`src/cpuu_pkg.sv`:
```
`timescale 1ns / 1ps

package cpuu_pkg;

  localparam int unsigned CTR_W_DEF       = 64;
  localparam int unsigned TICK_W          = 64;
  localparam int unsigned NUM_CTR         = 10;
  localparam int unsigned CTR_IDX_W       = $clog2(NUM_CTR);
  localparam int unsigned PCT_W           = 7;
  localparam int unsigned QUEUE_DEPTH_DEF = 2;
  localparam int unsigned CPU_W           = 8;

  localparam logic [PCT_W-1:0] PCT_FULL = 7'd100;

  // counter order inside the block
  localparam logic [CTR_IDX_W-1:0] CTR_USER       = 4'd0;
  localparam logic [CTR_IDX_W-1:0] CTR_NICE       = 4'd1;
  localparam logic [CTR_IDX_W-1:0] CTR_SYSTEM     = 4'd2;
  localparam logic [CTR_IDX_W-1:0] CTR_IDLE       = 4'd3;
  localparam logic [CTR_IDX_W-1:0] CTR_IOWAIT     = 4'd4;
  localparam logic [CTR_IDX_W-1:0] CTR_IRQ        = 4'd5;
  localparam logic [CTR_IDX_W-1:0] CTR_SOFTIRQ    = 4'd6;
  localparam logic [CTR_IDX_W-1:0] CTR_STEAL      = 4'd7;
  localparam logic [CTR_IDX_W-1:0] CTR_GUEST      = 4'd8;
  localparam logic [CTR_IDX_W-1:0] CTR_GUEST_NICE = 4'd9;
  localparam logic [CTR_IDX_W-1:0] CTR_LAST       = CTR_IDX_W'(NUM_CTR - 1);

  // register indexes
  localparam logic REG_ALL_FIELDS_ENABLE = 1'b0;

  typedef logic [CTR_IDX_W-1:0] ctr_idx_t;

  typedef struct packed {
    logic signed [CPU_W-1:0] cpu_id;
    logic                    first_sample;
    logic [TICK_W-1:0]       user_ticks;
    logic [TICK_W-1:0]       nice_ticks;
    logic [TICK_W-1:0]       system_ticks;
    logic [TICK_W-1:0]       idle_ticks;
    logic [TICK_W-1:0]       iowait_ticks;
    logic [TICK_W-1:0]       irq_ticks;
    logic [TICK_W-1:0]       softirq_ticks;
    logic [TICK_W-1:0]       steal_ticks;
    logic [TICK_W-1:0]       guest_ticks;
    logic [TICK_W-1:0]       guest_nice_ticks;
  } in_item_t;

  typedef struct packed {
    logic signed [CPU_W-1:0] cpu_out;
    logic [PCT_W-1:0]        user_pct;
    logic [PCT_W-1:0]        system_pct;
    logic [PCT_W-1:0]        idle_pct;
    logic [PCT_W-1:0]        nice_pct;
    logic [PCT_W-1:0]        iowait_pct;
    logic [PCT_W-1:0]        irq_pct;
    logic [PCT_W-1:0]        softirq_pct;
    logic [PCT_W-1:0]        steal_pct;
    logic [PCT_W-1:0]        guest_pct;
    logic [PCT_W-1:0]        guest_nice_pct;
  } out_item_t;

  // user, system and idle are reported whatever the enable says
  function automatic logic ctr_always(input ctr_idx_t k);
    return (k == CTR_USER) || (k == CTR_SYSTEM) || (k == CTR_IDLE);
  endfunction

  function automatic int unsigned entry_width(input int unsigned cw);
    return CPU_W + 2 + cw * (NUM_CTR + 1);
  endfunction

endpackage

```
`src/cpuu_front.sv`:
```
`timescale 1ns / 1ps

module cpuu_front #(
  parameter int unsigned CW      = cpuu_pkg::CTR_W_DEF,
  parameter int unsigned ENTRY_W = cpuu_pkg::entry_width(cpuu_pkg::CTR_W_DEF)
) (
  input  logic               clk,
  input  logic               rst,
  input  logic               push,
  output logic               full,
  input  cpuu_pkg::in_item_t item,
  input  logic               enable,
  output logic               q_push,
  input  logic               q_full,
  output logic [ENTRY_W-1:0] q_data
);
  import cpuu_pkg::*;

  typedef enum logic [1:0] {F_IDLE, F_SUM, F_PUSH} fstate_t;

  fstate_t                         state;
  logic [NUM_CTR-1:0][CW-1:0]      prev;
  logic [NUM_CTR-1:0][CW-1:0]      delta;
  logic [NUM_CTR-1:0][CW-1:0]      cur;
  logic [CW-1:0]                   total;
  ctr_idx_t                        idx;
  logic signed [CPU_W-1:0]         cpu;
  logic                            first;
  logic                            en;
  logic                            accept;

  assign cur[CTR_USER]       = item.user_ticks[CW-1:0];
  assign cur[CTR_NICE]       = item.nice_ticks[CW-1:0];
  assign cur[CTR_SYSTEM]     = item.system_ticks[CW-1:0];
  assign cur[CTR_IDLE]       = item.idle_ticks[CW-1:0];
  assign cur[CTR_IOWAIT]     = item.iowait_ticks[CW-1:0];
  assign cur[CTR_IRQ]        = item.irq_ticks[CW-1:0];
  assign cur[CTR_SOFTIRQ]    = item.softirq_ticks[CW-1:0];
  assign cur[CTR_STEAL]      = item.steal_ticks[CW-1:0];
  assign cur[CTR_GUEST]      = item.guest_ticks[CW-1:0];
  assign cur[CTR_GUEST_NICE] = item.guest_nice_ticks[CW-1:0];

  assign full   = rst || (state != F_IDLE);
  assign accept = push && !full;
  assign q_push = (state == F_PUSH);
  assign q_data = {cpu, first, en, total, delta};

  always_ff @(posedge clk) begin
    if (rst) begin
      state <= F_IDLE;
      prev  <= '0;
      idx   <= '0;
    end else begin
      unique case (state)
        F_IDLE: begin
          if (accept) begin
            for (int k = 0; k < NUM_CTR; k++) begin
              delta[k] <= cur[k] - prev[k];
            end
            prev  <= cur;
            cpu   <= item.cpu_id;
            first <= item.first_sample;
            en    <= enable;
            total <= '0;
            idx   <= '0;
            state <= F_SUM;
          end
        end
        F_SUM: begin
          // one counter a cycle into the running total, wraps at the counter width
          total <= total + delta[idx];
          if (idx == CTR_LAST) begin
            state <= F_PUSH;
          end else begin
            idx <= idx + 1'b1;
          end
        end
        F_PUSH: begin
          if (!q_full) begin
            state <= F_IDLE;
          end
        end
        default: state <= F_IDLE;
      endcase
    end
  end

endmodule

```
`config.mk`:
```
export PLATFORM = sky130hd
export DESIGN_NAME = cpuu_front
export DESIGN_NICKNAME = d
export VERILOG_FILES = /design/src/cpuu_pkg.sv /design/src/cpuu_front.sv
export SDC_FILE = /design/constraint.sdc
export NUM_CORES = 2
export LEC_CHECK = 0
export ABC_AREA = 0
export BUFFER_PORTS_ARGS = -buffer_cell sky130_fd_sc_hd__buf_2
export CAP_MARGIN = 20
export CORE_AREA = 4 4 530 532
export DETAILED_ROUTE_END_ITERATION = 8
export DIE_AREA = 0 0 534 536
export REMOVE_ABC_BUFFERS = 1
export SLEW_MARGIN = 20
export SYNTH_ARGS = -nofsm -noshare
export SYNTH_HDL_FRONTEND = slang
export SYNTH_SLANG_ARGS = --single-unit
```
`constraint.sdc`:
```
create_clock -name clk -period 27.1 [get_ports clk]
set_clock_uncertainty 0.15 [all_clocks]
set_input_delay 2.71 -clock clk [delete_from_list [all_inputs] [get_ports clk]]
set_output_delay 2.71 -clock clk [all_outputs]
set_load 0.02 [all_outputs]
```
* Word-level counts from Yosys, hierarchy flattened
Cells that the tools add are included.
Word-level totals: register bits 1360
Cells by class: add/sub/neg operators 12, order comparisons 1, equality and inequality tests 7, muxes and demuxes 11, bitwise operators 1, reductions and logical operators 11
Operators by type and width (count):
- $sub 64x64->64 | 10
- $bmux 64 s4 | 1
- $mux 64 | 2
- $pmux 64 s2 | 1
- $add 64x64->64 | 1
- $reduce_and 3->1 | 4
- $mux 4 | 2
- $ne 2x2->1 const B | 4
- $pmux 4 s2 | 1
- $mux 2 | 3
- $pmux 2 s3 | 1
- $lt 4x5->1 const B | 1
- $add 4x1->4 const B | 1
- $eq 4x4->1 const B | 1
- $reduce_bool 2->1 | 2
- $eq 2x1->1 const B | 1
- $eq 2x2->1 const B | 1
- $logic_not 2->1 | 1
- $reduce_and 2->1 | 1
- $logic_and 1x1->1 | 1
- $logic_not 1->1 | 1
- $logic_or 1x1->1 | 1
- $not 1->1 | 1

* Longest topological paths before layout
word-level depth 6, depth in mapped cells 21

* Worst setup path before layout
Ideal clock, no wire load.
path type input-to-reg, from input port rst, to register cpu[0] (enable), arrival 21.779 ns, required time 25.682 ns, slack 3.902 ns, cell stages on the path 6, buffers on the path 4, cell sequence clkbuf_1 or3_1 nor2_1 clkbuf_1 clkbuf_1 clkbuf_1
On the way: cells in the longest elaborated chain, start to end 4, elaborated cells on any way between the ends 5
RTL lines:
- from (decl) | line cpuu_front.sv:8 | input logic rst,
- $logic_or 1x1->1 | line cpuu_front.sv:43 | assign full = rst || (state != F_IDLE);
- net full | line cpuu_front.sv:10 | output logic full,
- $logic_not 1->1 | line cpuu_front.sv:44 | assign accept = push && !full;
- $logic_and 1x1->1 | line cpuu_front.sv:44
- $reduce_and 3->1 (no source line)
- to (signal assigned) | line cpuu_front.sv:61 | cpu <= item.cpu_id;
- to (decl) | line cpuu_front.sv:27 | logic signed [CPU_W-1:0] cpu;
The timed path passes the listed nets, and every way through them passes these cells. A chain may end at the register's enable or synchronous reset.

* Worst setup path in the final report
from input port rst, to register delta, in the netlist q_data[143] (enable)
On the way: cells in the longest elaborated chain, start to end 4, elaborated cells on any way between the ends 5
RTL lines:
- $logic_or 1x1->1 | line cpuu_front.sv:43
- $logic_not 1->1 | line cpuu_front.sv:44
- $logic_and 1x1->1 | line cpuu_front.sv:44
- $reduce_and 3->1 (no source line) (*)
- to (signal, indexed assignment) | line cpuu_front.sv:58 | delta[k] <= cur[k] - prev[k];
- to (decl) | line cpuu_front.sv:23 | logic [NUM_CTR-1:0][CW-1:0] delta;
Mark *: on every way between the ends. The rest lies on a longest branch, timed or not.

==> out/qor.txt <==
Max Slew Vio Count -> 0
# IOs -> 1370
H-tree levels -> 4
Clock Power Share -> 34.2%
highest cell delay on the worst timing path -> 0.82 ns
DRC -> 0
Post-Synthesis Cells -> 9572
Max-cap violations -> 0
Hold-fix buffers, CTS -> 0
f_max -> 115 MHz
CP endpoint kind -> flop
delay-heaviest family, CP -> buffers and inverters
ANT nets after route -> 0
vias in the first global route -> 74700
Final GP Congestion -> 1.00
unrepaired setup endpoints after global routing -> no
synthesized cell area -> 88300 sq um
clock latency on the worst-skew pair -> 0.88 ns
Post-Route WL -> 405 mm
dpl hpwl -> 334 mm
critical path launch point -> rst
WP buf/inv -> 7
Reg power frac -> 35.9%
post-layout util -> 37.9%
PortBufs -> 1369
EDFF count, synth -> 714
CTS tree -> yes
combinational power share -> 30.0%
GRT Total Usage -> 26.8%
fin crit share -> 32.2%
Crit Reg-Reg Endpoint -> total[59]
average size of a mapped cell -> 9.23 sq um
Worst Path Required -> 27.40 ns
CP arrival -> 9.03 ns
register bit total from synthesis -> 1360
Longest Clk Path Bufs -> 4
ys async rst share -> 0%
GRT overflow -> 0
die area -> 286000 sq um
switching share of total power -> 35.3%
critical path class -> input pin to flop
worst-margin pin slew -> 1.12 ns
WL/cell -> 27.7 um
# clock sinks -> 1360
Initial Utilization -> 32.0%
IR drop worst, VDD -> 0.0000534 V
R2R Setup Slk -> 19.75 ns
Die Wd -> 534 um
Max FO, Critical Path -> 218
Critical Path End -> q_data[143]
Final Setup Violations -> 0
post_cts resized -> 0
post-synthesis sequential area ratio -> 38.9%
CP max stage cell -> buf_4
initial antenna violation count -> 236
P_int -> 0.00459 W
worst hold path class -> flop to flop
synth unique cells -> 98
area grow syn2layout -> 18.4%
Via Count -> 79800
first-pass GRT wire length -> 553 mm
First DRT Iteration DRCs -> 6759
die height -> 536 um
buffer count from post-CTS setup fixing -> 0
Most Frequent Cell on Critical Path -> buf_4
Worst-path clk slew -> 0.07 ns
Clock Tree Root -> clkbuf_16
final net count -> 12000
TNS Setup -> 0 ns
Pwr Density -> 67.9 nW/um^2
WP depth -> 9
final worst setup slack -> 18.38 ns
first-pass detailed-route iteration total -> 8
Num CTS Buffers -> 176
fin crit period -> 8.72 ns
Startpoint Class -> input pin
site row count -> 193
synth warn -> 0
pre-CTS WS -> 17.66 ns
P_sw -> 0.00251 W
Primary FF master, synth -> edfxtp_1
Leak -> 41.8 nW
largest net degree at the start of global routing -> 219
Hold Fails Final Rpt -> 0
cells on worst reg2reg path -> 20
CP Cell Sequence -> buf_8 > or3_1 > nor2_4 > buf_4 > buf_4 > buf_4 > buf_12 > buf_4 > buf_12
share of cells above drive strength 1 -> 17.5%
reg2reg start -> idx[0]
Core Region -> 276000 sq um
status -> completed
vias per cell -> 5.46
Fill cells -> 28200
relative slew slack -> 25.4%
==> worst reg2reg max path, cell delays in order (launching register included) <==
cell,delay [ns]
dfxtp_4,0.51
buf_4,0.63
buf_4,0.56
buf_4,0.55
buf_4,0.65
mux4_2,0.78
mux2i_1,0.39
o22ai_1,0.16
ha_1,0.40
a21oi_1,0.27
o21bai_1,0.11
a21o_1,0.22
a221o_1,0.30
a21oi_1,0.19
o21bai_1,0.09
a21oi_1,0.14
o21ai_0,0.09
a41oi_1,0.42
o21ai_0,0.24
xnor2_1,0.18
nor2_1,0.06
==> cell type report <==
type / instances / area, sq um / area share, %
Multi-Input combinational cell: 6891 / 49000 / 46.9
Sequential cell: 1360 / 34400 / 32.9
Timing Repair Buffer: 1429 / 7410 / 7.09
Clock buffer: 232 / 4770 / 4.56
Tap cell: 3705 / 4640 / 4.43
Inverter: 813 / 3050 / 2.92
Clock inverter: 93 / 1030 / 0.989
Antenna cell: 104 / 260 / 0.249
==> power by group through the flow <==
stage	registers, W	clock network [W]	logic (W)
floorplan	0.00278	0	0.00143
global placement	0.00258	0	0.00210
detailed placement	0.00258	0	0.00209
CTS	0.00254	0.00248	0.00211
global route	0.00255	0.00255	0.00230
finish	0.00254	0.00242	0.00213
==> stage by stage <==
stage | area (sq um) | std cells | total power [W] | hold slack, ns
floorplan | 86400 | 9064 | 0.00421 | 0.290
global placement | 98400 | 14200 | 0.00468 | 0.299
detailed placement | 98400 | 14200 | 0.00467 | 0.306
CTS | 104000 | 14500 | 0.00713 | 0.317
global route | 104000 | 14600 | 0.00740 | 0.335
finish | 105000 | 14600 | 0.00709 | 0.315
==> layer usage <==
metal / up-vias / routed length [um] / part of all wire (%) / track usage, %
li1: 37200 / - / - / -
met1: 38400 / 163000 / 40 / 33.4
met2: 3330 / 181000 / 45 / 42.8
met3: 814 / 38300 / 9.5 / 7.51
met4: 86 / 21600 / 5.3 / 12.7
met5: - / 523 / 0.13 / 0
==> layout by cell type (no fill, tap or decap), types with 37 or more instances in the layout <==
cell	n
a211oi_1	53
a21o_1	451
a21oi_1	751
a31oi_1	80
and2_1	41
and3_1	70
buf_2	1368
buf_4	53
clkbuf_1	43
clkbuf_16	178
dfxtp_1	642
diode_2	104
edfxtp_1	714
ha_1	695
inv_1	812
mux2i_1	130
mux4_2	128
nand2_1	1107
nand2b_1	86
nand3_1	108
nand4_1	174
nor2_1	414
nor2b_1	88
nor3_1	84
o21a_1	90
o21ai_0	392
o21ai_1	37
o21bai_1	102
o22ai_1	68
o31ai_1	665
xnor2_1	413
xor2_1	243
==> sequential cells by signal (all words and copies together), names as in the netlist <==
name / cells
cpu: 8
en: 1
first: 1
idx: 4
prev: 640
q_data: 640
state: 2
total: 64
==> Yosys cell counts (all sizes together) (56+ instances only) <==
cell,n,area share [%]
nand3,108,0.61
inv,813,3.5
o21a,90,0.76
nor2b,89,0.63
o31ai,666,5.7
and3,70,0.50
nor2,415,1.8
o21ai,429,2.4
nand2b,87,0.62
a21o,452,3.8
a21oi,751,4.3
nand4,174,1.2
xnor2,413,4.1
nand2,1109,4.7
edfxtp,714,24
xor2,243,2.4
mux2i,130,1.5
nor3,86,0.49
a211oi,56,0.49
ha,695,9.8
dfxtp,646,15
a31oi,80,0.57
o22ai,68,0.48
mux4,128,3.3
o21bai,103,0.88
clkbuf,462,2.0
==> cell families (layout without fill, tap and decap cells) <==
group,after synthesis,count (layout),synth area share [%]
AO/OA/AOI/OAI,2977,2977,22.3
AND/OR/NAND/NOR,2293,2293,11.8
other,0,104,0
adder cells (fa/ha/maj),706,706,10.1
XOR/XNOR,656,656,6.51
flip-flops,1360,1360,38.9
multiplexers,259,259,4.75
buffers and inverters,1321,2567,5.64
==> worst min-delay path by stage <==
stage / cells after the start / start / to / slack [ns]
2_1_floorplan: 2 / prev[0] / prev[0] / 0.29
3_3_place_gp: 2 / prev[384] / prev[384] / 0.30
3_5_place_dp: 2 / prev[192] / prev[192] / 0.31
4_1_cts: 2 / prev[192] / prev[192] / 0.32
5_1_grt: 2 / prev[448] / prev[448] / 0.34
6_report: 2 / prev[512] / prev[512] / 0.32
No activity file was read; power rests on OpenSTA's default activity.
