$ cat config.mk
export PLATFORM = sky130hd
export DESIGN_NAME = cpuu_queue
export DESIGN_NICKNAME = d
export VERILOG_FILES = /design/src/cpuu_queue.sv
export SDC_FILE = /design/constraint.sdc
export NUM_CORES = 1
export LEC_CHECK = 0
export BUFFER_PORTS_ARGS = -buffer_cell sky130_fd_sc_hd__buf_2
export CORE_MARGIN = 2
export CORE_UTILIZATION = 44
export CTS_CLUSTER_SIZE = 20
export DETAILED_ROUTE_END_ITERATION = 10
export GPL_ROUTABILITY_DRIVEN = 0
export PLACE_DENSITY = 0.78
export SYNTH_ARGS = -nofsm -noshare
export SYNTH_HDL_FRONTEND = slang
export SYNTH_SLANG_ARGS = --single-unit
$ cat constraint.sdc
create_clock -name clk -period 1.5 [get_ports clk]
set_input_delay 0.075 -clock clk [delete_from_list [all_inputs] [get_ports clk]]
set_output_delay 0.075 -clock clk [all_outputs]
set_load 0.01 [all_outputs]
$ cat src/cpuu_queue.sv
`timescale 1ns / 1ps

module cpuu_queue #(
  parameter int unsigned WIDTH = 8,
  parameter int unsigned DEPTH = 2
) (
  input  logic             clk,
  input  logic             rst,
  input  logic             push,
  output logic             full,
  input  logic [WIDTH-1:0] din,
  input  logic             pop,
  output logic             empty,
  output logic [WIDTH-1:0] dout
);

  localparam int unsigned PTR_W = (DEPTH > 1) ? $clog2(DEPTH) : 1;
  localparam int unsigned CNT_W = $clog2(DEPTH + 1);

  logic [WIDTH-1:0] slots [DEPTH];
  logic [PTR_W-1:0] wr_ptr;
  logic [PTR_W-1:0] rd_ptr;
  logic [CNT_W-1:0] count;
  logic             do_push;
  logic             do_pop;

  assign full    = (count == CNT_W'(DEPTH));
  assign empty   = (count == '0);
  assign do_push = push && !full;
  assign do_pop  = pop && !empty;
  assign dout    = slots[rd_ptr];

  always_ff @(posedge clk) begin
    if (do_push) begin
      slots[wr_ptr] <= din;
    end
  end

  always_ff @(posedge clk) begin
    if (rst) begin
      wr_ptr <= '0;
      rd_ptr <= '0;
      count  <= '0;
    end else begin
      if (do_push) begin
        wr_ptr <= (wr_ptr == PTR_W'(DEPTH - 1)) ? '0 : wr_ptr + 1'b1;
      end
      if (do_pop) begin
        rd_ptr <= (rd_ptr == PTR_W'(DEPTH - 1)) ? '0 : rd_ptr + 1'b1;
      end
      if (do_push && !do_pop) begin
        count <= count + 1'b1;
      end else if (do_pop && !do_push) begin
        count <= count - 1'b1;
      end
    end
  end

endmodule

After elaboration in Yosys (flattened, before gate mapping) --
Memory sizes are Yosys's and may differ from the RTL's. A register that Yosys moved wholly into a read port is not among the register bits. Index checks and enable logic that the tools add are counted.
Word-level totals: input port bits 12, memories 1, RAM bits 16, output and inout port bits 10, register bits after elaboration 4
Cells by class: $add $sub $neg 4, reductions and logical operators 10, equality and inequality tests 1, mux-type cells 8
Memories:
- slots | words 2, bits a word 8, rd ports 1, clocked after Yosys merged registers in 1, write ports 1, RTL line 20 | logic [WIDTH-1:0] slots [DEPTH];
Operators with widths (count):
- $mux W1 | 6
- $logic_and A1 B1 Y1 | 4
- $logic_not A1 Y1 | 4
- $mux W2 | 2
- $add A1 B1 Y1 const B | 2
- $add A2 B1 Y2 const B | 1
- $eq A2 B2 Y1 const B | 1
- $logic_not A2 Y1 | 1
- $reduce_bool A2 Y1 | 1
- $sub A2 B1 Y2 const B | 1

Depth between registers and ports, before layout --
Gate-level depths: netlist of run 1.
depth in word-level cells 7, gate-level depth with buffers 6, mapped depth without buffers 6

Worst setup path after synthesis of run 1 --
Ideal clock, no wire load.
path type reg2reg, start point register count[1], end point register count[1], setup time 0.070 ns, period minus slack after synthesis 1.492 ns, slack 0.008 ns, cell stages (with the launch flop) 6, data arrival time 1.422 ns, required time 1.430 ns, cells stage by stage dfxtp_1 > nor2b_2 > nor2_1 > ha_1 > or3_1 > a21oi_1
On the way: word-level cells in the longest chain between the ends 6, elaborated cells between the ends (all ways) 15, classes of those cells 2 x add/sub; 1 x eq/ne; 2 x mux; 10 x reduce/logical
Ends and longest elaborated chain:
- start: declaration | RTL line 23 | logic [CNT_W-1:0] count;
- start signal: assignment | RTL line 52 | count <= count + 1'b1;
- start signal: assignment | RTL line 54 | count <= count - 1'b1;
- $eq A2 B2 Y1 * | RTL line 27 | assign full = (count == CNT_W'(DEPTH));
- via full | RTL line 10 | output logic full,
- $logic_not A1 Y1 * | RTL line 29 | assign do_push = push && !full;
- $logic_and A1 B1 Y1 * | RTL line 29
- $logic_not A1 Y1 | RTL line 53 | end else if (do_pop && !do_push) begin
- $logic_and A1 B1 Y1 | RTL line 53
- $reduce_bool A2 Y1 (no line)
The timed path passes the listed nets; every way through them passes the cells marked *. The select of a mux whose other input is x is not followed. A chain may end at the register's enable or synchronous reset.

Worst setup path after layout of run 1 --
start point register count[1], end point register count[1]
On the way: word-level cells in the longest chain between the ends 6, elaborated cells between the ends (all ways) 15, classes of those cells 2 x add/sub; 1 x eq/ne; 2 x mux; 10 x reduce/logical
Ends and longest elaborated chain (RTL line):
- $eq A2 B2 Y1 or $logic_not A2 Y1 (tied branches) | 27, 28
- $logic_not A1 Y1 (on tied branches) | 29, 30
- $logic_and A1 B1 Y1 (on tied branches) | 29, 30
- $logic_not A1 Y1 (on tied branches) | 53, 51
- $logic_and A1 B1 Y1 (on tied branches) | 53, 51
- $reduce_bool A2 Y1 (no line) or $mux W2 (tied branches)
Parallel ways exist; a longest one is shown, timed or not. The select of a mux whose other input is x is not followed.

==> impl_metrics.py, run 1 <==
metrics = {
    "status": {
        "outcome": "finished, final reports clean",
    },
    "clock_network": {
        "root_buffer": "clkbuf_4",
        "clk_latency_ns": 0.29,
        "clockBufferDepth": 2,
        "numClockSinks": 21,
        "cts_made_buffers": 3,
        "cts_tree": "built",
        "clkTransAtPathRegs_ns": 0.10,
        "htreeDepth": 1,
    },
    "logic_synthesis": {
        "yosys.area.top_type": "edfxtp_1",
        "synth_cells": 50,
        "syn_nets": 63,
        "synth_edf_count": 16,
        "postSynthAreaPerCell_um2": 15.9,
        "async_flop_share_pct": 0,
        "synth_area_um2": 793,
        "synth_most_common_cell": "edfxtp_1",
        "synthDistinctLibCells": 13,
        "ys_seq_area_share_pct": 73.2,
        "synth_common_cells": "edfxtp_1 (16), mux2_2 (8), dfxtp_1 (5), nor2_1 (5)",
        "synthFlopType": "edfxtp_1",
        "synth-seq-cells": 21,
        "yosysTopAreaCellShare_pct": 60.6,
        "synthTopCellsByArea": "edfxtp_1 (61%), dfxtp_1 (13%), mux2_2 (11%)",
        "yosysWarnings": 0,
    },
    "sta": {
        "fin_ws_ns": 0.0452,
        "finalHoldViolations": 0,
        "relSlewSlack_pct": 74.3,
        "fmax_mhz": 687,
        "fin_hold_ws_ns": 0.157,
        "post-route-min-period_ns": 1.45,
        "drv_slew": 0,
        "tightest_slew_ns": 0.386,
        "fin_crit_sh_pct": 97.0,
        "grt_setup_unrepaired": "true",
        "setup_viol": 0,
        "clock_skew_ns": 0.00359,
    },
    "detailed_routing": {
        "ant_nets": 0,
        "drt_first_pass_iters": 2,
        "drc_errors": 0,
        "viasPerCell": 4.54,
        "drt_iter0_markers": 4,
        "routedWlPerCell_um": 10.5,
        "num_vias": 499,
        "routed_wl_mm": 1.16,
    },
    "power_and_ir_drop": {
        "p_leak_nw": 0.429,
        "worst_ir_drop_vdd_mv": 0.878,
        "power_density_nw_per_um2": 1520,
        "finalPower_mw": 1.64,
    },
    "floorplan": {
        "dieWidth_um": 46.5,
        "initial_utilization_pct": 46.4,
        "pin_count": 22,
        "rows": 15,
        "die_y_um": 46.5,
        "dieArea_um2": 2160,
        "core_area_um2": 1710,
    },
    "placement": {
        "numPortBuffers": 21,
        "hpwl_um": 780,
        "pre_cts_slack_ns": -0.0405,
    },
    "critical_path": {
        "path_class": "reg -> reg",
        "crit_fanout": 5,
        "crit_path_end_kind": "flip-flop",
        "worst_ep_required_time_ns": 1.72,
        "cp-start-kind": "flip-flop",
        "cp.arrival_ns": 1.68,
    },
    "finish": {
        "antennaDiodeCount": 0,
        "areaGrowthSynthToFinish_pct": 35.6,
        "final_util_pct": 63.0,
        "nNetsFinal": 99,
        "final_layout_size_suffix_gt1_share_pct": 47.1,
    },
    "grt": {
        "grt_pass1_vias": 448,
        "grt_first_pass_wirelength_mm": 1.74,
        "grt_max_degree": 12,
        "antenna_found_initial": 0,
        "grt_overflow": 0,
        "track_usage_pct": 11.9,
    },
    "flow_run": {
        "drv_cap": 0,
    },
    "min_path": {
        "hold_class": "in -> reg",
    },
}
-- cells in the final DEF, fill, tap and decap left out --
cell type and instances:
clkbuf_1 1, mux2_2 8, nor2b_4 1, dfxtp_1 2, buf_2 21, a21oi_2 1, and2_1 1, xor2_1 3
ha_1 1, nor2_1 5, dfxtp_4 1, clkbuf_4 3, dfxtp_2 2, o21ai_0 1, or3_1 1, o21ai_1 2
edfxtp_1 16, buf_4 2, dlygate4sd3_1 9, a21oi_1 1, inv_1 2, or3_4 1
-- final cells by class --
class | count | area, um2
fill | 137 | 632
sequential | 21 | 587
multi-input combinational | 26 | 214
timing repair buffer | 32 | 210
tap | 25 | 31.3
clock buffer | 4 | 26.3
inverter | 2 | 7.51
-- stage by stage --
stage	cells	TNS, ns	area [um2]
after floorplan	50	0	793
after CTS	110	0	1060
after global routing	110	-0.0293	1080
final	110	0	1080
after detailed placement	96	-0.0405	932
after global placement	96	0	932
-- cells by family after synthesis --
logic type | synth area share (%)
AO/OA/AOI/OAI | 3.15
multiplexers | 11.4
XOR/XNOR | 3.31
AND/OR/NAND/NOR | 5.84
flip-flops | 73.2
buffers and inverters | 1.58
adder cells (fa/ha/maj) | 1.58
-- power breakdown --
| part | leakage, nW | switching [mW] | internal (mW) |
|---|---|---|---|
| Sequential | 0.192 | 0.0814 | 0.755 |
| Clock | 0.0150 | 0.148 | 0.103 |
| Combinational | 0.222 | 0.247 | 0.301 |
| Total | 0.429 | 0.477 | 1.16 |
-- final timing paths --
| check | from | to | slack [ns] | cells after the start |
|---|---|---|---|---|
| setup / recovery | count[1] | count[1] | 0.05 | 5 |
| hold / removal | push | wr_ptr | 0.16 | 4 |
| setup reg to reg | count[1] | count[1] | 0.05 | 5 |
| hold reg to reg | wr_ptr | wr_ptr | 0.49 | 2 |
-- layer usage --
metal / vias to the layer above / track usage, % / routed length (um)
met5: - / 0 / 0
met4: 0 / 5.14 / 14
met3: 2 / 3.53 / 55
met2: 16 / 19.2 / 576
met1: 227 / 14.9 / 512
li1: 254 / - / -
-- registers in the layout (all words and copies together), names as in the netlist, named ones only --
| signal | flops |
|---|---|
| wr_ptr | 1 |
| count | 2 |
| slots | 16 |
| rd_ptr | 1 |
-- worst max-delay path, stage by stage (launching register included) --
cell and delay [ns]:
dfxtp_4 0.38, nor2b_4 0.16, nor2_1 0.06, ha_1 0.29, or3_4 0.39, a21oi_2 0.12
-- what timing repair did --
action,4_1_cts,5_1_grt
hold endpoints to repair,20,0
endpoints found under the setup margin,1,9
setup buffers,1,0
resized for setup,4,5
hold buffers,9,0
pin swaps,1,2
No activity file was read; power rests on OpenSTA's default activity.
==> inputs of run 2 (changes only) <==
--- a/config.mk
+++ b/config.mk
@@ -7,11 +7,11 @@
 export LEC_CHECK = 0
 export BUFFER_PORTS_ARGS = -buffer_cell sky130_fd_sc_hd__buf_2
 export CORE_MARGIN = 2
-export CORE_UTILIZATION = 44
+export CORE_UTILIZATION = 52
 export CTS_CLUSTER_SIZE = 20
 export DETAILED_ROUTE_END_ITERATION = 10
 export GPL_ROUTABILITY_DRIVEN = 0
-export PLACE_DENSITY = 0.78
+export PLACE_DENSITY = 0.85
 export SYNTH_ARGS = -nofsm -noshare
 export SYNTH_HDL_FRONTEND = slang
 export SYNTH_SLANG_ARGS = --single-unit
==> constraint.sdc (replaced) <==
create_clock -name clk -period 1.8 [get_ports clk]
set_input_delay 0.09 -clock clk [delete_from_list [all_inputs] [get_ports clk]]
set_output_delay 0.09 -clock clk [all_outputs]
set_load 0.01 [all_outputs]
==> impl_metrics.py, run 2 (synthesized netlist as in run 1, its figures left out) <==
metrics = {
    "status": {
        "outcome": "finished, final reports clean",
    },
    "sta": {
        "fin_crit_sh_pct": 88.5,
        "fmax_mhz": 628,
        "relSlewSlack_pct": 75.0,
        "clock_skew_ns": 0.00414,
        "finalHoldViolations": 0,
        "setup_tns_ns": 0,
        "fin_hold_ws_ns": 0.0114,
        "post-route-min-period_ns": 1.59,
        "grt_setup_unrepaired": "false",
        "tightest_slew_ns": 0.375,
        "drv_slew": 0,
        "setup_viol": 0,
    },
    "floorplan": {
        "rows": 14,
        "pin_count": 22,
        "core_area_um2": 1470,
        "dieArea_um2": 1850,
        "die_y_um": 43.1,
        "initial_utilization_pct": 53.9,
        "dieWidth_um": 43.1,
    },
    "power_and_ir_drop": {
        "p_leak_nw": 0.411,
        "worst_ir_drop_vdd_mv": 0.699,
        "power_density_nw_per_um2": 1270,
    },
    "grt": {
        "grt_max_degree": 12,
        "antenna_found_initial": 0,
        "grt_overflow": 0,
        "grt_pass1_vias": 487,
        "grt_first_pass_wirelength_mm": 2.01,
        "track_usage_pct": 15.5,
    },
    "finish": {
        "reg.largest.list": "slots (16), count (2)",
        "final_util_pct": 69.3,
        "final_layout_size_suffix_gt1_share_pct": 40.2,
        "nNetsFinal": 96,
        "final_common_cell": "buf_2",
        "areaGrowthSynthToFinish_pct": 28.5,
        "final_cell_mix": "buf_2 (21), edfxtp_1 (16), mux2_2 (8), dlygate4sd3_1 (8)",
        "largest_reg_flops": 16,
        "antennaDiodeCount": 0,
        "fillers": 111,
        "max_flop_register": "slots",
    },
    "critical_path": {
        "crit_fanout": 5,
        "cp.arrival_ns": 1.83,
        "cp-start-kind": "flip-flop",
        "path_class": "reg -> reg",
        "reg2reg_from": "count[0]",
        "r2r-end": "count[1]",
        "worst_ep_required_time_ns": 2.04,
        "r2r_slack_ns": 0.21,
        "crit_path_end_kind": "flip-flop",
        "r2r_cells": 4,
    },
    "clock_network": {
        "post_cts_resized": 0,
        "cts_made_buffers": 3,
        "clockBufferDepth": 2,
        "clk_latency_ns": 0.30,
        "clkTransAtPathRegs_ns": 0.10,
        "cts_hold_buf": 8,
        "cts_setup_buffers": 0,
        "numClockSinks": 21,
        "root_buffer": "clkbuf_4",
        "cts_tree": "built",
        "htreeDepth": 1,
    },
    "detailed_routing": {
        "routed_wl_mm": 1.27,
        "viasPerCell": 5.08,
        "ant_nets": 0,
        "drt_first_pass_iters": 4,
        "routedWlPerCell_um": 13.0,
        "drc_errors": 0,
        "num_vias": 498,
        "drt_iter0_markers": 7,
    },
    "placement": {
        "hpwl_um": 911,
        "numPortBuffers": 21,
    },
    "flow_run": {
        "drv_cap": 0,
    },
    "min_path": {
        "hold_path_depth": 2,
        "min_from": "rst",
        "hold_class": "in -> reg",
        "holdPathEnd": "count[1]",
    },
}
[run 2: changes by cell type in the layout (fill, tap and decap cells not counted), sizes merged]
cell | before | now
buf | 23 | 21
dlygate4sd3 | 9 | 8
[run 2: cell type report]
| class | instances | area, um2 | share of cell area, % |
|---|---|---|---|
| flip-flops and latches | 21 | 581 | 56.9 |
| inverters | 2 | 7.51 | 0.736 |
| repair buffers | 29 | 185 | 18.2 |
| well taps | 16 | 20.0 | 1.96 |
| multi-input cells | 26 | 200 | 19.6 |
| clock buffers | 4 | 26.3 | 2.58 |
[run 2: report_power, final]
part	switching [mW]	leakage [nW]	total [mW]	internal (mW)
Combinational	0.197	0.206	0.400	0.202
Sequential	0.0630	0.191	0.682	0.619
Clock	0.128	0.0150	0.215	0.0864
Total	0.389	0.411	1.30	0.907
[run 2: worst max-delay path by stage]
stage | start | endpoint | slack [ns]
2_1_floorplan | count[1] | count[1] | 0.31
3_3_place_gp | count[0] | count[1] | 0.32
3_5_place_dp | count[0] | count[1] | 0.20
4_1_cts | count[0] | count[1] | 0.18
5_1_grt | count[0] | count[1] | 0.1
6_report | count[0] | count[1] | 0.21
[run 2: stage by stage]
stage / std cells / total power [mW] / setup slack (ns) / cell area [um2]
after floorplan: 50 / 0.945 / 0.308 / 793
after detailed placement: 86 / 1.08 / 0.197 / 913
final: 98 / 1.30 / 0.208 / 1020
after CTS: 98 / 1.31 / 0.180 / 1020
after global placement: 86 / 1.05 / 0.317 / 913
after global routing: 98 / 1.36 / 0.0994 / 1020
[run 2: routing by layer]
layer / routed length, um / GRT usage, % / up-vias
met5: 0 / 0 / -
met4: 25 / 9.09 / 0
met3: 87 / 4.26 / 5
met2: 644 / 28.2 / 21
met1: 513 / 15.6 / 226
li1: - / - / 246
[run 2: critical path: stages (launching register included)]
cell,delay [ns]
dfxtp_1,0.38
o21ai_0,0.32
ha_1,0.33
or3_1,0.37
a21oi_1,0.14
