==> config.mk <==
export PLATFORM = sky130hd
export DESIGN_NAME = cpuu_back
export DESIGN_NICKNAME = d
export VERILOG_FILES = /design/src/cpuu_pkg.sv /design/src/cpuu_back.sv
export SDC_FILE = /design/constraint.sdc
export NUM_CORES = 2
export LEC_CHECK = 0
export BUFFER_PORTS_ARGS = -buffer_cell sky130_fd_sc_hd__clkbuf_2
export CAP_MARGIN = 20
export CORE_MARGIN = 3
export CORE_UTILIZATION = 50
export CTS_BUF_LIST = sky130_fd_sc_hd__clkbuf_4 sky130_fd_sc_hd__clkbuf_8
export DETAILED_ROUTE_END_ITERATION = 16
export PLACE_DENSITY = 0.7
export SYNTH_ARGS = -nofsm -noshare
export SYNTH_HDL_FRONTEND = slang
export SYNTH_SLANG_ARGS = --single-unit
==> constraint.sdc <==
create_clock -name clk -period 22.6 [get_ports clk]
set_input_delay 3.39 -clock clk [delete_from_list [all_inputs] [get_ports clk]]
set_output_delay 3.39 -clock clk [all_outputs]
set_load 0.03 [all_outputs]
==> src/cpuu_pkg.sv <==
`timescale 1ns / 1ps

package cpuu_pkg;

  localparam int unsigned CTR_W_DEF       = 64;
  localparam int unsigned TICK_W          = 64;
  localparam int unsigned NUM_CTR         = 10;
  localparam int unsigned CTR_IDX_W       = $clog2(NUM_CTR);
  localparam int unsigned PCT_W           = 7;
  localparam int unsigned QUEUE_DEPTH_DEF = 2;
  localparam int unsigned CPU_W           = 8;

  localparam logic [PCT_W-1:0] PCT_FULL = 7'd100;

  // counter order inside the block
  localparam logic [CTR_IDX_W-1:0] CTR_USER       = 4'd0;
  localparam logic [CTR_IDX_W-1:0] CTR_NICE       = 4'd1;
  localparam logic [CTR_IDX_W-1:0] CTR_SYSTEM     = 4'd2;
  localparam logic [CTR_IDX_W-1:0] CTR_IDLE       = 4'd3;
  localparam logic [CTR_IDX_W-1:0] CTR_IOWAIT     = 4'd4;
  localparam logic [CTR_IDX_W-1:0] CTR_IRQ        = 4'd5;
  localparam logic [CTR_IDX_W-1:0] CTR_SOFTIRQ    = 4'd6;
  localparam logic [CTR_IDX_W-1:0] CTR_STEAL      = 4'd7;
  localparam logic [CTR_IDX_W-1:0] CTR_GUEST      = 4'd8;
  localparam logic [CTR_IDX_W-1:0] CTR_GUEST_NICE = 4'd9;
  localparam logic [CTR_IDX_W-1:0] CTR_LAST       = CTR_IDX_W'(NUM_CTR - 1);

  // register indexes
  localparam logic REG_ALL_FIELDS_ENABLE = 1'b0;

  typedef logic [CTR_IDX_W-1:0] ctr_idx_t;

  typedef struct packed {
    logic signed [CPU_W-1:0] cpu_id;
    logic                    first_sample;
    logic [TICK_W-1:0]       user_ticks;
    logic [TICK_W-1:0]       nice_ticks;
    logic [TICK_W-1:0]       system_ticks;
    logic [TICK_W-1:0]       idle_ticks;
    logic [TICK_W-1:0]       iowait_ticks;
    logic [TICK_W-1:0]       irq_ticks;
    logic [TICK_W-1:0]       softirq_ticks;
    logic [TICK_W-1:0]       steal_ticks;
    logic [TICK_W-1:0]       guest_ticks;
    logic [TICK_W-1:0]       guest_nice_ticks;
  } in_item_t;

  typedef struct packed {
    logic signed [CPU_W-1:0] cpu_out;
    logic [PCT_W-1:0]        user_pct;
    logic [PCT_W-1:0]        system_pct;
    logic [PCT_W-1:0]        idle_pct;
    logic [PCT_W-1:0]        nice_pct;
    logic [PCT_W-1:0]        iowait_pct;
    logic [PCT_W-1:0]        irq_pct;
    logic [PCT_W-1:0]        softirq_pct;
    logic [PCT_W-1:0]        steal_pct;
    logic [PCT_W-1:0]        guest_pct;
    logic [PCT_W-1:0]        guest_nice_pct;
  } out_item_t;

  // user, system and idle are reported whatever the enable says
  function automatic logic ctr_always(input ctr_idx_t k);
    return (k == CTR_USER) || (k == CTR_SYSTEM) || (k == CTR_IDLE);
  endfunction

  function automatic int unsigned entry_width(input int unsigned cw);
    return CPU_W + 2 + cw * (NUM_CTR + 1);
  endfunction

endpackage

==> src/cpuu_back.sv <==
`timescale 1ns / 1ps

module cpuu_back #(
  parameter int unsigned CW      = cpuu_pkg::CTR_W_DEF,
  parameter int unsigned ENTRY_W = cpuu_pkg::entry_width(cpuu_pkg::CTR_W_DEF)
) (
  input  logic                clk,
  input  logic                rst,
  input  logic                q_empty,
  input  logic [ENTRY_W-1:0]  q_data,
  output logic                q_pop,
  output cpuu_pkg::out_item_t result,
  output logic                empty,
  input  logic                pop
);
  import cpuu_pkg::*;

  localparam int unsigned NW = CW + PCT_W;

  typedef enum logic [1:0] {B_IDLE, B_LOAD, B_DIV, B_DONE} bstate_t;

  bstate_t                         state;
  logic signed [CPU_W-1:0]         e_cpu;
  logic                            e_first;
  logic                            e_en;
  logic [CW-1:0]                   e_total;
  logic [NUM_CTR-1:0][CW-1:0]      e_delta;

  logic signed [CPU_W-1:0]         cpu;
  logic                            skip;
  logic                            en;
  logic [CW-1:0]                   tot;
  logic [NUM_CTR-1:0][CW-1:0]      dlt;
  logic [NUM_CTR-1:0][PCT_W-1:0]   pct;
  ctr_idx_t                        k;
  logic [2:0]                      bit_i;
  logic [NW-1:0]                   num;
  logic [PCT_W-1:0]                quo;
  logic                            out_valid;

  logic [CW-1:0]                   d;
  logic                            need;
  logic [NW-1:0]                   d_ext;
  logic [NW-1:0]                   d_x100;
  logic [NW-1:0]                   t_sh;
  logic                            ge;
  logic [PCT_W-1:0]                quo_next;

  assign {e_cpu, e_first, e_en, e_total, e_delta} = q_data;

  assign q_pop = (state == B_IDLE) && !q_empty;
  assign empty = rst || !out_valid;

  always_comb begin
    d        = dlt[k];
    need     = !skip && (ctr_always(k) || en);
    d_ext    = NW'(d);
    // times 100 as 64 + 32 + 4
    d_x100   = (d_ext << 6) + (d_ext << 5) + (d_ext << 2);
    t_sh     = NW'(tot) << bit_i;
    ge       = (num >= t_sh);
    quo_next = quo;
    if (ge) begin
      quo_next[bit_i] = 1'b1;
    end
  end

  always_ff @(posedge clk) begin
    if (rst) begin
      state     <= B_IDLE;
      out_valid <= 1'b0;
      k         <= '0;
      bit_i     <= '0;
    end else begin
      if (pop && out_valid && state != B_DONE) begin
        out_valid <= 1'b0;
      end
      unique case (state)
        B_IDLE: begin
          if (!q_empty) begin
            cpu   <= e_cpu;
            skip  <= e_first || (e_total == '0);
            en    <= e_en;
            tot   <= e_total;
            dlt   <= e_delta;
            k     <= '0;
            state <= B_LOAD;
          end
        end
        B_LOAD: begin
          if (!need || d >= tot) begin
            // delta at or above the total (all ticks in one counter, or a wrapped counter): clamp
            pct[k] <= need ? PCT_FULL : '0;
            if (k == CTR_LAST) begin
              state <= B_DONE;
            end else begin
              k <= k + 1'b1;
            end
          end else begin
            num   <= d_x100;
            quo   <= '0;
            bit_i <= 3'(PCT_W - 1);
            state <= B_DIV;
          end
        end
        B_DIV: begin
          // restoring division, one quotient bit a cycle; quotient stays below 100
          if (ge) begin
            num <= num - t_sh;
          end
          quo <= quo_next;
          if (bit_i == '0) begin
            pct[k] <= quo_next;
            if (k == CTR_LAST) begin
              state <= B_DONE;
            end else begin
              k     <= k + 1'b1;
              state <= B_LOAD;
            end
          end else begin
            bit_i <= bit_i - 1'b1;
          end
        end
        B_DONE: begin
          if (!out_valid || pop) begin
            result.cpu_out        <= cpu;
            result.user_pct       <= pct[CTR_USER];
            result.system_pct     <= pct[CTR_SYSTEM];
            result.idle_pct       <= pct[CTR_IDLE];
            result.nice_pct       <= pct[CTR_NICE];
            result.iowait_pct     <= pct[CTR_IOWAIT];
            result.irq_pct        <= pct[CTR_IRQ];
            result.softirq_pct    <= pct[CTR_SOFTIRQ];
            result.steal_pct      <= pct[CTR_STEAL];
            result.guest_pct      <= pct[CTR_GUEST];
            result.guest_nice_pct <= pct[CTR_GUEST_NICE];
            out_valid             <= 1'b1;
            state                 <= B_IDLE;
          end
        end
        default: state <= B_IDLE;
      endcase
    end
  end

endmodule

---- Word level (Yosys, flattened, before mapping) ----
Cells that the tools add are included.
storage, ports and cells
  register bits after elaboration ......... 950
  latch bits .............................. 0
  RAM bits ................................ 0
  ROM bits ................................ 0
  input bits .............................. 718
  output and inout bits ................... 80
  memories kept ........................... 0
cells by class
  $add $sub $neg .......................... 5
  multiply operators ...................... 0
  div/mod/pow operators ................... 0
  $lt $le $gt $ge ......................... 6
  equal/unequal tests ..................... 15
  shift operators ......................... 1
  muxes and demuxes ....................... 36
  bitwise operators ....................... 3
  reduce and logical (&&, ||, !) cells .... 31
operator list
  kind                                                                   number
  64-bit binary-select mux with 4-bit select                             1
  71-bit two-way mux                                                     2
  71-bit one-hot mux with 2 select lines                                 1
  70-bit bitwise mux                                                     2
  70-bit two-way mux                                                     2
  70-bit one-hot mux with 2 select lines                                 1
  70-bit by 69-bit adder with 71-bit output                              1
  71-bit by 66-bit adder with 71-bit output                              1
  71-bit >= comparator                                                   1
  64-bit by 3-bit << shifter with 71-bit output                          1
  71-bit subtractor                                                      1
  64-bit >= comparator                                                   1
  64-bit logical NOT                                                     1
  64-bit two-way mux                                                     1
  7-bit demux with 4-bit select                                          1
  7-bit two-way mux                                                      4
  4-bit two-way mux                                                      4
  2-bit inequality test, second input constant                           8
  4-bit AND reduction                                                    4
  7-bit one-hot mux with 2 select lines                                  1
  2-bit two-way mux                                                      6
  4-bit one-hot mux with 3 select lines                                  1
  3-bit AND reduction                                                    4
  4-bit by 2-bit equality test with 1-bit output, second input constant  2
  other kinds (25)                                                       45

---- Logic depth before layout (Yosys ltp) ----
  depth in word-level cells ............... 9
  depth in mapped cells ................... 20
  gate-level depth less buffers ........... 17

---- Worst setup path before layout ----
OpenSTA, ideal clock, no wires.
  path type ............................... input port to flip-flop
  from .................................... in q_empty
  to ...................................... reg cpu[0] (enable)
  library setup time ...................... 1,172 ps
  arrival ................................. 19,971 ps
  required time ........................... 21,428 ps
  path slack .............................. 1,457 ps
  stages on the path ...................... 2
  cells stage by stage .................... nor2b_1 -> and2_1
on the way
  word-level cells in the longest chain between the ends .. 2
RTL lines
  element                               line             source
  start: declaration                    cpuu_back.sv:9   input logic q_empty,
  1-bit NOT (no source line)            -
  3-bit AND reduction (no source line)  -
  end signal: assignment                cpuu_back.sv:81  cpu <= e_cpu;
  end: declaration                      cpuu_back.sv:29  logic signed [CPU_W-1:0] cpu;
Every way passes these cells.
A chain may end at the register's enable or synchronous reset.

---- Final worst setup path ----
  from .................................... reg k[0]
  to ...................................... reg num[69] (enable)
on the way
  word-level cells in the longest chain between the ends .. 9
RTL lines
  element                                                                       line              source
  start: declaration                                                            cpuu_back.sv:35   ctr_idx_t k;
  start signal: assignment                                                      cpuu_back.sv:97   k <= k + 1'b1;
  start signal: assignment                                                      cpuu_back.sv:117  k <= k + 1'b1;
  parallel branches: the longest is 6 deep, another holds 64-bit >= comparator  -
  1-bit logical OR *                                                            cpuu_back.sv:91   if (!need || d >= tot) begin
  2-bit inequality test (no source line) *                                      -
  4-bit AND reduction (no source line) *                                        -
  end signal: assignment                                                        cpuu_back.sv:109  num <= num - t_sh;
  end: declaration                                                              cpuu_back.sv:37   logic [NW-1:0] num;
Mark *: on every way between the ends. The select of a mux whose other input is x is not followed.

==> impl_results.md <==
* Layout fillers at 7565
* Fin. max-slew vios at 0
* Yosys top cell by area: edfxtp_1
* FMAX at 0.129 GHz
* Storage cell area at 28400 um2
* Placed Cells at 5352
* DR DRC count at 0
* NetSw at 3.90 mW
* Htree depth at 4
* First-pass GRT wire length at 225000 um
* PD cells at 157 nW/um2
* Flop pwr share at 27.6%
* Most common cell in the netlist: edfxtp_1
* Leakage power at 21.8 nW
* Layout Cells excl Fill at 5673
* Final antenna-violating net count at 0
* Most used routing layer: met2
* Clock slew at reported path FFs at 60 ps
* Run status: finished clean
* Final HPWL from detailed placement at 122000 um
* Post-synthesis cell type count at 96
* Crit Path Max Fanout at 61
* Clock tree buffer depth at 3
* Area of the multi-input gates at 19000 um2
* Async S/R FF share, synth at 0%
* Clk pwr share at 17.5%
* RD Place Congestion at 0.977
* Clock Skew at 47.1 ps
* Area grow syn2layout at 17.6%
* Sw Share at 43.5%
* Crit Path Class: flip-flop to flip-flop
* Peak supply drop at 0.0862 mV
* Mapped Nets at 4414
* CORE AREA at 95700 um2
* Die width at 318 um
* Met3 Usage GRT at 6.51%
* Hold Buf Count CTS at 0
* WL per Instance at 27.5 um
* Antenna violations before repair at 55
* # Post-CTS Setup Buffers at 0
* Clk Latency, worst-skew pair at 850 ps
* Final hold violations at 0
* Pre-CTS setup slack at 14310 ps
* Number of CTS-inserted buffers at 159
* CTS tree: yes
* Met2 Usage GRT at 47.4%
* Power Total at 8.96 mW
* Root Driver: clkbuf_8
* Num ports at 798
* Synth area leaders: edfxtp_1 58%, mux4_2 8.5%, ha_1 5.5%
* Avg Inst Size Synth at 14.2 um2
* Startpoint types: flip-flop
* Number of enable flip-flop cells after synthesis at 940
* Period minus WS final at 7780 ps
* Critical Path End Type: flip-flop
* Final setup vio count at 0
* Synthesized cell area at 48600 um2
* Initial drt markers at 4082
* Detailed Route WL at 156000 um
* Mapped Cells at 3421
* Fin crit share at 34.4%
* Commonest cells in the netlist: 940 x edfxtp_1, 225 x nor2_1, 214 x a21oi_1
* Ys flop type: edfxtp_1
* Clock Sinks at 950
* Synth Register Bits at 950
* First drt pass iteration count at 6
* Buffers on Ports at 797
* Least-Margin Pin Slew at 1030 ps
* Final Instance Area at 57200 um2
* Relative slew slack at 31.3%
* Rows at 113
* Number of global-route vias before repair at 33747
* Worst path required time at 23040 ps
* Layout Utilization at 59.7%
* Hold Slack at 405 ps
* Layout cells sized above 1 at 30.0%
* Gr usage total at 30.4%
* Area after DPL at 53800 um2
* Setup_tns at 0 ps
* Sequential fraction of the synthesis area at 58.5%
* Ys Warns at 0
* Worst EP arrival at 8220 ps
* Initial Utilization at 50.8%
* GRT overflow at 0
* Largest net degree at the start of global routing at 172
* PostCTS Resize Cnt at 0
* Hold/Removal Path Class: flip-flop to flip-flop
* MaxCap Viol Count at 0
* DR vias at 33961
* Die extent in y at 318 um
* Vias per cell at 5.99
* Final #Nets at 5241
* Die area at 101000 um2
* Met1 GRT Util at 42.8%
* Logic pwr share at 54.9%
* Internal at 5.06 mW
* Yosys top cell area share at 58.1%
* Final setup margin at 14820 ps
* RSZ-0062 raised after global routing: false
==> final timing paths <==
kind / start / endpoint / slack, ps / depth (start not counted)
worst max-delay path: k[0]$_SDFFE_PP0P_ / num[69]$_DFFE_PP_ / 14820 / 16
worst min-delay path: pct[64]$_DFFE_PP_ / result[1]$_DFFE_PP_ / 400 / 0
worst max register to register: k[0]$_SDFFE_PP0P_ / num[69]$_DFFE_PP_ / 14820 / 16
worst min register to register: pct[64]$_DFFE_PP_ / result[1]$_DFFE_PP_ / 400 / 0
==> power by group through the flow <==
stage	Sequential (mW)	Clock, mW	Combinational, mW
final	2.47	1.57	4.92
after global routing	2.49	1.67	5.37
after CTS	2.47	1.59	4.81
after detailed placement	2.50	0	4.77
after global placement	2.49	0	4.76
after floorplan	2.58	0	3.49
==> final cells by class <==
class / count / share of cell area, %
timing repair buffer: 826 / 7.40
sequential: 950 / 49.8
clock buffer: 210 / 4.53
multi-input combinational: 2169 / 33.3
tap: 1265 / 2.77
antenna: 37 / 0.162
inverter: 142 / 0.932
clock inverter: 74 / 1.14
==> state kept, by name, indices dropped and copies added, names as in the netlist <==
| signal | cells |
|---|---|
| num | 71 |
| bit_i | 3 |
| out_valid | 1 |
| state | 2 |
| cpu | 8 |
| k | 4 |
| pct | 70 |
| tot | 64 |
| en | 1 |
| skip | 1 |
| quo | 7 |
| dlt | 640 |
| result | 78 |
==> logic make-up after synthesis <==
logic type / count (synthesis) / synth area share (%)
fa+ha+maj: 275 / 8.03
mux: 393 / 12.8
compound gates: 707 / 9.59
xor+xnor: 117 / 2.11
simple gates: 677 / 6.52
buf+inv: 302 / 2.43
flops: 950 / 58.5
==> layer usage <==
metal	vias up	share of wire, %
met4	16	2.6
met3	225	8.8
met1	16892	41
li1	15078	-
met2	1750	47
met5	-	0.081
==> worst max-delay path: stages, from the launching register on <==
cell and delay [ps]:
dfxtp_4 750, buf_4 660, buf_4 770, mux4_2 600
mux2i_1 150, o22ai_1 230, ha_1 400, a21o_1 160
a21o_1 160, a2111oi_0 520, o21ai_1 270, nor4_1 550
o211ai_1 300, nand3_1 220, and2_1 260, o211a_2 430
buf_4 750
==> cells in the final DEF, fill, tap and decap left out, drive strengths merged, types with 16 or more instances in the layout <==
cell type  instances
clkbuf          1007
edfxtp           940
nor2             230
a21oi            217
ha               213
mux2i            204
mux4             184
nand2            174
inv              150
o21ai            127
a21o              96
xnor2             69
fa                62
nand4             58
nand3             57
o22ai             54
clkinv            54
xor2              48
diode             37
nor3              37
buf               29
o21bai            28
o21a              23
a31oi             23
nor4              21
and2              20
a211oi            20
nor2b             18
o211ai            17
and3              16
(Power assumes the default switching activity.)
